File: config.mk
export PLATFORM = sky130hd
export DESIGN_NAME = radial_flow_rate_averager
export DESIGN_NICKNAME = d
export VERILOG_FILES = /design/src/rfr_pkg.sv /design/src/rfr_csub.sv /design/src/radial_flow_rate_averager.sv
export SDC_FILE = /design/constraint.sdc
export NUM_CORES = 2
export LEC_CHECK = 0
export BUFFER_PORTS_ARGS = -buffer_cell sky130_fd_sc_hd__buf_2
export CAP_MARGIN = 10
export CORE_ASPECT_RATIO = 1.1
export CORE_MARGIN = 2
export CORE_UTILIZATION = 44
export DETAILED_ROUTE_END_ITERATION = 8
export REMOVE_ABC_BUFFERS = 1
export SLEW_MARGIN = 40
export SYNTH_ARGS = -nofsm -noshare
export SYNTH_HDL_FRONTEND = slang
export SYNTH_HIERARCHICAL = 1
export SYNTH_SLANG_ARGS = --single-unit
export TNS_END_PERCENT = 100
File: constraint.sdc
create_clock -name aclk -period 8.45 [get_ports aclk]
set_input_delay 2.535 -clock aclk [delete_from_list [all_inputs] [get_ports aclk]]
set_output_delay 2.535 -clock aclk [all_outputs]
set_load 0.1 [all_outputs]
File: src/rfr_pkg.sv
// ----------------------------------------------------------------------------
// rfr_pkg - shared definitions for the radial flow rate averager
// Widths, register indexes, limits and the compare-subtract result type.
// ----------------------------------------------------------------------------
`default_nettype none

package rfr_pkg;

    localparam int MAX_POINTS = 128;
    localparam int COUNT_CAP  = (MAX_POINTS > 255) ? 255 : MAX_POINTS;

    localparam int CFG_W   = 12;
    localparam int UNIT_W  = 36;

    localparam logic [7:0] COUNT_CAP_V = 8'(COUNT_CAP);

    // configuration register indexes
    localparam logic REG_REGION_WIDTH  = 1'b0;
    localparam logic REG_REGION_HEIGHT = 1'b1;

    localparam logic [CFG_W-1:0] REGION_RESET = 12'd64;

    // last step indexes of the shared unit and the multiplier
    localparam logic [5:0] SQRT_LAST     = 6'd16;  // 17 root bits
    localparam logic [5:0] ITEM_DIV_LAST = 6'd23;  // 24 quotient bits
    localparam logic [5:0] RATE_DIV_LAST = 6'd31;  // 32 quotient bits
    localparam logic [5:0] RAD_DIV_LAST  = 6'd23;  // 24 quotient bits
    localparam logic [2:0] MUL_LAST      = 3'd4;

    localparam logic [23:0] RATE_POS_MAX = 24'h7F_FFFF;
    localparam logic [23:0] RATE_NEG_MIN = 24'h80_0000;
    localparam logic [31:0] RATE_NEG_LIM = 32'h0080_0000;
    localparam logic [31:0] RATE_POS_LIM = 32'h007F_FFFF;
    localparam logic [31:0] SUM_POS_MAX  = 32'h7FFF_FFFF;
    localparam logic [31:0] SUM_NEG_MIN  = 32'h8000_0000;
    localparam logic [23:0] RAD_SUM_MAX  = 24'hFF_FFFF;
    localparam logic [31:0] MEAN_RAD_LIM = 32'h0001_FFFF;
    localparam logic [16:0] MEAN_RAD_MAX = 17'h1_FFFF;

    typedef struct packed {
        logic              ge;    // minuend >= subtrahend
        logic [UNIT_W-1:0] diff;  // minuend - subtrahend
    } csub_res_t;

endpackage

`default_nettype wire

File: src/rfr_csub.sv
// ----------------------------------------------------------------------------
// rfr_csub - shared compare-subtract unit
// One unsigned subtract with borrow; serves the root and divider steps.
// ----------------------------------------------------------------------------
`default_nettype none

module rfr_csub (
    input  wire logic [rfr_pkg::UNIT_W-1:0] minuend,
    input  wire logic [rfr_pkg::UNIT_W-1:0] subtrahend,
    output rfr_pkg::csub_res_t              res
);

    logic [rfr_pkg::UNIT_W:0] wide;

    assign wide     = {1'b0, minuend} - {1'b0, subtrahend};
    assign res.ge   = ~wide[rfr_pkg::UNIT_W];
    assign res.diff = wide[rfr_pkg::UNIT_W-1:0];

endmodule

`default_nettype wire

File: src/radial_flow_rate_averager.sv
// ----------------------------------------------------------------------------
// radial_flow_rate_averager - per-frame mean radial rate and radius
// Accumulates radial rate and radius of tracked points, emits frame means.
// ----------------------------------------------------------------------------
// Input stream: one point per request. tdata = cur_x, cur_y, prev_x, prev_y
// (16 bits each, lowest first), tuser = tracked flag, tlast = last point of
// the frame. Output stream: one summary per frame, sent for the request that
// carries tlast. Config port: cfg_we/cfg_addr/cfg_wdata set region width and
// height (pixels); write only while the block is idle.
// Timing: a tracked point below the count cap holds s_axis_tready low while
// it is processed: four products on the single 18x18 multiplier, a 17-bit
// square root on the shared compare-subtract unit, a range check, a 24-bit
// rate division on the same unit, then the accumulate. A point on the centre
// skips the range check and the division, a clipped rate skips the division
// after the check. An untracked point that is not last is taken in idle.
// A last point adds the two mean divisions (32 and 24 quotient bits on the
// same unit) before the summary is offered; an empty frame skips them.
// One point is in work at a time; s_axis_tready is low meanwhile.
// The summary waits in an output register, so the next point is taken while
// the receiver stalls; the next summary waits for that register to drain.
// Reset (aresetn low, synchronous) clears sums and count, empties the output
// and sets width and height to 64.
// ----------------------------------------------------------------------------
`default_nettype none

module radial_flow_rate_averager (
    input  wire logic        aclk,
    input  wire logic        aresetn,
    // config write port
    input  wire logic        cfg_we,
    input  wire logic        cfg_addr,
    input  wire logic [11:0] cfg_wdata,
    // input points
    input  wire logic        s_axis_tvalid,
    output logic             s_axis_tready,
    input  wire logic [63:0] s_axis_tdata,   // cur_x, cur_y, prev_x, prev_y
    input  wire logic        s_axis_tuser,   // tracked
    input  wire logic        s_axis_tlast,   // last point of frame
    // frame summaries
    output logic             m_axis_tvalid,
    input  wire logic        m_axis_tready,
    output logic [55:0]      m_axis_tdata,   // mean_rate, mean_radius, point_count
    output logic             m_axis_tuser    // empty_res
);

    typedef enum logic [3:0] {
        ST_IDLE,
        ST_MUL,
        ST_SQRT,
        ST_DCHK,
        ST_DIV,
        ST_ACC,
        ST_SUM,
        ST_MRATE,
        ST_MRAD_LD,
        ST_MRAD,
        ST_OUT
    } state_t;

    state_t state_reg;

    logic [11:0]        width_reg, height_reg;
    logic signed [17:0] ox_reg, oy_reg;
    logic signed [16:0] dx_reg, dy_reg;
    logic               last_reg;
    logic signed [35:0] prod_reg;
    logic [33:0]        s_reg;
    logic signed [35:0] dot_reg;
    logic [33:0]        num_reg;
    logic [34:0]        rem_reg;
    logic [33:0]        div_reg;
    logic [31:0]        q_reg;
    logic [5:0]         step_reg;
    logic [16:0]        radius_reg;
    logic               neg_reg, sat_reg, empty_reg;
    logic signed [31:0] rate_sum_reg;
    logic [23:0]        radius_sum_reg;
    logic [7:0]         valid_count_reg;
    logic [23:0]        mrate_reg;
    logic               m_valid_reg, m_empty_reg;
    logic [23:0]        m_rate_reg;
    logic [16:0]        m_rad_reg;
    logic [7:0]         m_cnt_reg;

    logic                        accept;
    logic [17:0]                 in_ox, in_oy;
    logic [16:0]                 in_dx, in_dy;
    logic [rfr_pkg::UNIT_W-1:0]  cs_a, cs_b;
    rfr_pkg::csub_res_t          cs;
    logic signed [17:0]          mul_a, mul_b;
    logic signed [35:0]          mul_p;
    logic [35:0]                 dot_abs;
    logic [33:0]                 dot_mag;
    logic                        rate_sat;
    logic [23:0]                 item_q, item_rate;
    logic [32:0]                 rsum_wide;
    logic [31:0]                 rsum_next;
    logic [24:0]                 dsum_wide;
    logic [23:0]                 dsum_next;
    logic [31:0]                 rate_abs, q_neg;
    logic [23:0]                 mean_rate_v;
    logic [16:0]                 mean_rad_v;
    logic                        out_free;

    assign accept   = s_axis_tvalid && s_axis_tready;
    assign out_free = !m_valid_reg || m_axis_tready;

    assign in_ox = {2'b00, s_axis_tdata[15:0]}  - {3'b000, width_reg, 3'b000};
    assign in_oy = {2'b00, s_axis_tdata[31:16]} - {3'b000, height_reg, 3'b000};
    assign in_dx = {1'b0, s_axis_tdata[15:0]}  - {1'b0, s_axis_tdata[47:32]};
    assign in_dy = {1'b0, s_axis_tdata[31:16]} - {1'b0, s_axis_tdata[63:48]};

    // shared compare-subtract: root trial in ST_SQRT, divisor otherwise
    always_comb begin
        if (state_reg == ST_SQRT) begin
            cs_a = {rem_reg[33:0], num_reg[33:32]};
            cs_b = {17'd0, q_reg[16:0], 2'b01};
        end else begin
            cs_a = {rem_reg, num_reg[33]};
            cs_b = {2'b00, div_reg};
        end
    end

    rfr_csub u_csub (
        .minuend    (cs_a),
        .subtrahend (cs_b),
        .res        (cs)
    );

    // single multiplier: ox*ox, oy*oy, ox*dx, oy*dy in turn
    always_comb begin
        unique case (step_reg[1:0])
            2'd0: begin
                mul_a = ox_reg;
                mul_b = ox_reg;
            end
            2'd1: begin
                mul_a = oy_reg;
                mul_b = oy_reg;
            end
            2'd2: begin
                mul_a = ox_reg;
                mul_b = 18'(dx_reg);
            end
            default: begin
                mul_a = oy_reg;
                mul_b = 18'(dy_reg);
            end
        endcase
    end

    assign mul_p = mul_a * mul_b;

    assign dot_abs  = dot_reg[35] ? 36'(-dot_reg) : 36'(dot_reg);
    assign dot_mag  = dot_abs[33:0];
    // quotient would reach 2^24: clamp without dividing
    assign rate_sat = {8'd0, dot_mag} >= {s_reg, 8'd0};

    assign item_q = q_reg[23:0];
    always_comb begin
        if (sat_reg) begin
            item_rate = neg_reg ? rfr_pkg::RATE_NEG_MIN : rfr_pkg::RATE_POS_MAX;
        end else if (neg_reg) begin
            item_rate = (item_q > rfr_pkg::RATE_NEG_MIN) ? rfr_pkg::RATE_NEG_MIN
                                                         : 24'(24'd0 - item_q);
        end else begin
            item_rate = (item_q > rfr_pkg::RATE_POS_MAX) ? rfr_pkg::RATE_POS_MAX
                                                         : item_q;
        end
    end

    assign rsum_wide = {rate_sum_reg[31], rate_sum_reg} + {{9{item_rate[23]}}, item_rate};
    always_comb begin
        if (rsum_wide[32] != rsum_wide[31]) begin
            rsum_next = rsum_wide[32] ? rfr_pkg::SUM_NEG_MIN : rfr_pkg::SUM_POS_MAX;
        end else begin
            rsum_next = rsum_wide[31:0];
        end
    end

    assign dsum_wide = {1'b0, radius_sum_reg} + {8'd0, radius_reg};
    assign dsum_next = dsum_wide[24] ? rfr_pkg::RAD_SUM_MAX : dsum_wide[23:0];

    assign rate_abs = rate_sum_reg[31] ? 32'(-rate_sum_reg) : 32'(rate_sum_reg);
    assign q_neg    = 32'd0 - q_reg;

    always_comb begin
        if (neg_reg) begin
            mean_rate_v = (q_reg > rfr_pkg::RATE_NEG_LIM) ? rfr_pkg::RATE_NEG_MIN
                                                          : q_neg[23:0];
        end else begin
            mean_rate_v = (q_reg > rfr_pkg::RATE_POS_LIM) ? rfr_pkg::RATE_POS_MAX
                                                          : q_reg[23:0];
        end
    end

    assign mean_rad_v = (q_reg > rfr_pkg::MEAN_RAD_LIM) ? rfr_pkg::MEAN_RAD_MAX
                                                        : q_reg[16:0];

    // configuration registers
    always_ff @(posedge aclk) begin
        if (!aresetn) begin
            width_reg  <= rfr_pkg::REGION_RESET;
            height_reg <= rfr_pkg::REGION_RESET;
        end else if (cfg_we) begin
            unique case (cfg_addr)
                rfr_pkg::REG_REGION_WIDTH:  width_reg  <= cfg_wdata;
                rfr_pkg::REG_REGION_HEIGHT: height_reg <= cfg_wdata;
                default: ;
            endcase
        end
    end

    // payload and datapath registers
    always_ff @(posedge aclk) begin
        unique case (state_reg)
            ST_IDLE: begin
                if (accept) begin
                    ox_reg   <= in_ox;
                    oy_reg   <= in_oy;
                    dx_reg   <= in_dx;
                    dy_reg   <= in_dy;
                    last_reg <= s_axis_tlast;
                end
            end
            ST_MUL: begin
                prod_reg <= mul_p;
                unique case (step_reg[2:0])
                    3'd1: s_reg <= prod_reg[33:0];
                    3'd2: s_reg <= s_reg + prod_reg[33:0];
                    3'd3: dot_reg <= prod_reg;
                    3'd4: begin
                        dot_reg <= dot_reg + prod_reg;
                        rem_reg <= '0;
                        num_reg <= s_reg;
                        q_reg   <= '0;
                    end
                    default: ;
                endcase
            end
            ST_SQRT: begin
                rem_reg <= cs.ge ? cs.diff[34:0] : cs_a[34:0];
                num_reg <= {num_reg[31:0], 2'b00};
                // point on the centre: rate forced to zero
                if (step_reg == rfr_pkg::SQRT_LAST && s_reg == '0) begin
                    q_reg   <= '0;
                    sat_reg <= 1'b0;
                end else begin
                    q_reg   <= {q_reg[30:0], cs.ge};
                end
                if (step_reg == rfr_pkg::SQRT_LAST) begin
                    radius_reg <= {q_reg[15:0], cs.ge};
                end
            end
            ST_DCHK: begin
                neg_reg <= dot_reg[35];
                sat_reg <= rate_sat;
                rem_reg <= {9'd0, dot_mag[33:8]};
                num_reg <= {dot_mag[7:0], 26'd0};
                div_reg <= s_reg;
                q_reg   <= '0;
            end
            ST_DIV, ST_MRATE, ST_MRAD: begin
                rem_reg <= cs.ge ? cs.diff[34:0] : cs_a[34:0];
                q_reg   <= {q_reg[30:0], cs.ge};
                num_reg <= {num_reg[32:0], 1'b0};
            end
            ST_SUM: begin
                empty_reg <= (valid_count_reg == '0);
                neg_reg   <= rate_sum_reg[31];
                rem_reg   <= '0;
                num_reg   <= {rate_abs, 2'b00};
                div_reg   <= {26'd0, valid_count_reg};
                q_reg     <= '0;
            end
            ST_MRAD_LD: begin
                mrate_reg <= mean_rate_v;
                rem_reg   <= '0;
                num_reg   <= {radius_sum_reg, 10'd0};
                q_reg     <= '0;
            end
            default: ;
        endcase
    end

    // sequencer, accumulators and output register
    always_ff @(posedge aclk) begin
        if (!aresetn) begin
            state_reg       <= ST_IDLE;
            step_reg        <= '0;
            rate_sum_reg    <= '0;
            radius_sum_reg  <= '0;
            valid_count_reg <= '0;
            m_valid_reg     <= 1'b0;
        end else begin
            if (state_reg == ST_OUT && out_free) begin
                m_valid_reg <= 1'b1;
            end else if (m_axis_tready) begin
                m_valid_reg <= 1'b0;
            end
            unique case (state_reg)
                ST_IDLE: begin
                    step_reg <= '0;
                    if (accept) begin
                        if (s_axis_tuser && valid_count_reg < rfr_pkg::COUNT_CAP_V) begin
                            state_reg <= ST_MUL;
                        end else if (s_axis_tlast) begin
                            state_reg <= ST_SUM;
                        end
                    end
                end
                ST_MUL: begin
                    if (step_reg[2:0] == rfr_pkg::MUL_LAST) begin
                        step_reg  <= '0;
                        state_reg <= ST_SQRT;
                    end else begin
                        step_reg <= step_reg + 6'd1;
                    end
                end
                ST_SQRT: begin
                    if (step_reg == rfr_pkg::SQRT_LAST) begin
                        step_reg  <= '0;
                        state_reg <= (s_reg == '0) ? ST_ACC : ST_DCHK;
                    end else begin
                        step_reg <= step_reg + 6'd1;
                    end
                end
                ST_DCHK: begin
                    step_reg  <= '0;
                    state_reg <= rate_sat ? ST_ACC : ST_DIV;
                end
                ST_DIV: begin
                    if (step_reg == rfr_pkg::ITEM_DIV_LAST) begin
                        step_reg  <= '0;
                        state_reg <= ST_ACC;
                    end else begin
                        step_reg <= step_reg + 6'd1;
                    end
                end
                ST_ACC: begin
                    rate_sum_reg    <= rsum_next;
                    radius_sum_reg  <= dsum_next;
                    valid_count_reg <= valid_count_reg + 8'd1;
                    state_reg       <= last_reg ? ST_SUM : ST_IDLE;
                end
                ST_SUM: begin
                    step_reg  <= '0;
                    state_reg <= (valid_count_reg == '0) ? ST_OUT : ST_MRATE;
                end
                ST_MRATE: begin
                    if (step_reg == rfr_pkg::RATE_DIV_LAST) begin
                        step_reg  <= '0;
                        state_reg <= ST_MRAD_LD;
                    end else begin
                        step_reg <= step_reg + 6'd1;
                    end
                end
                ST_MRAD_LD: begin
                    state_reg <= ST_MRAD;
                end
                ST_MRAD: begin
                    if (step_reg == rfr_pkg::RAD_DIV_LAST) begin
                        step_reg  <= '0;
                        state_reg <= ST_OUT;
                    end else begin
                        step_reg <= step_reg + 6'd1;
                    end
                end
                ST_OUT: begin
                    if (out_free) begin
                        if (empty_reg) begin
                            m_rate_reg  <= '0;
                            m_rad_reg   <= '0;
                            m_cnt_reg   <= '0;
                            m_empty_reg <= 1'b1;
                        end else begin
                            m_rate_reg  <= mrate_reg;
                            m_rad_reg   <= mean_rad_v;
                            m_cnt_reg   <= valid_count_reg;
                            m_empty_reg <= 1'b0;
                        end
                        rate_sum_reg    <= '0;
                        radius_sum_reg  <= '0;
                        valid_count_reg <= '0;
                        state_reg       <= ST_IDLE;
                    end
                end
                default: state_reg <= ST_IDLE;
            endcase
        end
    end

    assign s_axis_tready = (state_reg == ST_IDLE);
    assign m_axis_tvalid = m_valid_reg;
    assign m_axis_tdata  = {7'd0, m_cnt_reg, m_rad_reg, m_rate_reg};
    assign m_axis_tuser  = m_empty_reg;

    a_count_cap: assert property (@(posedge aclk) disable iff (!aresetn)
        valid_count_reg <= rfr_pkg::COUNT_CAP_V)
        else $error("point count above cap");

    a_clear_on_emit: assert property (@(posedge aclk) disable iff (!aresetn)
        $rose(m_valid_reg) |-> (valid_count_reg == '0 && rate_sum_reg == '0
                                && radius_sum_reg == '0))
        else $error("sums not cleared with summary");

    a_empty_zero: assert property (@(posedge aclk) disable iff (!aresetn)
        (m_valid_reg && m_empty_reg) |-> (m_cnt_reg == '0 && m_rate_reg == '0
                                          && m_rad_reg == '0))
        else $error("empty summary carries data");

    a_div_rem: assert property (@(posedge aclk) disable iff (!aresetn)
        (state_reg == ST_DIV || state_reg == ST_MRATE || state_reg == ST_MRAD)
        |-> (rem_reg < {1'b0, div_reg}))
        else $error("divider remainder not below divisor");

endmodule

`default_nettype wire
==> run metrics <==
Largest stage delay, worst path between 500 and 600 ps; die width 315 um; worst-path fanout max 17; starting density of the core 0.444; MaxCap Viol Count 0; CP required 8820 ps; critical path class register to register; CTS tree built; GP Congestion roughly 0.9; Wirelength per Cell 20.2 um; total die area 0.109 mm^2; global-route wire length before repair between 200000 and 250000 um; Vias per Instance 5.61; I/O Pins around 140; Warnings, synthesis 6; largest net degree at the start of global routing 75; Crit. End Element register; Total Routing Usage GR 0.252; syn_area_per_cell 8.83 um^2; Die Y 346 um; final WL 138000 um; setup slack after layout 570 ps; most used cell, CP fa_1; Final ANT Viol Nets 0; # rows about 130; minimum clock period 7880 ps; Area Overhead vs Synth 9.34%; Final setup viols 0; clock slew at reported path FFs around 60 ps; via count 38276; # fillers slightly above 10000; worst clock skew 112 ps; # port buffers 135; max-slew violation count 0; Clk Latency, worst-skew pair 740 ps; RSZ-0062 raised after global routing no; crit path max-delay cell type fa_1; clock sink count roughly 500; drt pass-1 iters 9; period utilization 0.933; WHS 451 ps; synthesized netlist cell count 5307; mapped cell area 0.0469 mm^2; HPWL Detailed 109000 um; H-tree levels 2; ratio of cells with drive above 1 in the final layout 0.0778; CTS buffer count 60; status complete, no violations; Post-route DRC 0; worst slew pin tran 830 ps; CTS Root Cell clkbuf_16; vias in the first global route around 39000; arrival time worst endpoint 8250 ps; Final #Nets 6118; fmax ~130 MHz; Hold Path Class register to register; 1st-iter DRT viols about 3200; Core Region ~0.11 mm^2; Fin. Hold Viols 0; gr ovfl total 0; antenna violations before repair 1; hold-fix buffers at CTS 0; clock buffer depth 3; cells along the critical path ha_1 > clkinvlp_4 > buf_4 > mux2_2 > inv_1 > nor2_1 > fa_1 > fa_1 > fa_1 > fa_1 > fa_1 > inv_1 > fa_1 > inv_1 > ha_1 > a21o_1 > a21o_1 > a21oi_1 > o21ba_2 > a21oi_1 > o311a_1 > a211o_1 > a21oi_1 > xnor2_1; Max-slew headroom 0.445; DP Worst Slack 269 ps; startpoint type of the worst setup path register
[critical path, delay by kind of cell, from the launching register on]
| kind | cells | cell delay (ps) |
|---|---|---|
| muxes | 1 | 360 |
| DFF | 1 | 400 |
| xor gates and xnor gates | 1 | 90 |
| buffers and inverters | 5 | 1070 |
| adders and majority gates | 8 | 3880 |
| AOI/OAI and AO/OA | 8 | 1580 |
| and+or+nand+nor | 1 | 150 |
[cells in the final DEF (no fill, tap or decap), types with 24 or more instances in the layout]
cell type	n
nand2_1	702
nor3_1	101
buf_2	135
nand3_1	65
and3_1	31
o21ai_0	251
nand2b_1	46
a22oi_1	24
a21oi_1	318
a31oi_1	67
edfxtp_1	404
dfxtp_1	99
nand4_1	40
and2_1	88
o21a_1	42
fa_1	327
a222oi_1	36
xnor2_1	144
nor2_1	511
nor2b_1	106
a21o_1	89
clkbuf_16	60
mux2i_1	29
o31ai_1	35
nor4_1	35
ha_1	333
inv_1	598
buf_4	79
or3_1	42
xor2_1	108
o211ai_1	26
mux2_2	25
[final timing paths]
kind | slack (ps) | depth (start not counted) | startpoint | endpoint
setup reg to reg | 570 | 24 | step_reg[0] | prod_reg[35]
setup / recovery | 570 | 24 | step_reg[0] | prod_reg[35]
hold reg to reg | 450 | 2 | height_reg[11] | height_reg[11]
hold / removal | 450 | 2 | height_reg[11] | height_reg[11]
[metrics by stage]
stage          std cells  instance area [um^2]  TNS (ps)   util
6_report            6821                 51300         0  0.486
5_1_grt             6820                 51300         0  0.486
4_1_cts             6818                 51200         0  0.485
3_5_place_dp        6704                 49200         0  0.466
3_3_place_gp        6701                 49100         0  0.465
2_1_floorplan       5090                 46000     -2210      -
[per-layer routing]
metal,GRT usage,vias to the layer above,share of wire
li1,-,18426,-
met1,0.314,18518,0.41
met2,0.440,1060,0.49
met3,0.0302,272,0.049
met4,0.102,0,0.046
met5,0,-,0
[final cells by class]
cell class,count,area [um^2],share of cell area
diodes,1,2.50,0.0000488
clock buffers,71,1560,0.0305
clock inverters,43,447,0.00871
inverters,602,2270,0.0442
multi-input cells,3985,29800,0.581
flip-flops and latches,503,14100,0.275
well taps,1397,1750,0.0341
repair buffers,219,1360,0.0265
[repair_timing]
action / in CTS / in global routing
setup buffers: 0 / 2
setup endpoints to repair: 0 / 9
resized for setup: 0 / 5
Power is not shown: default switching activity piles up to over one toggle a cycle in this logic, so the estimate is an artifact.
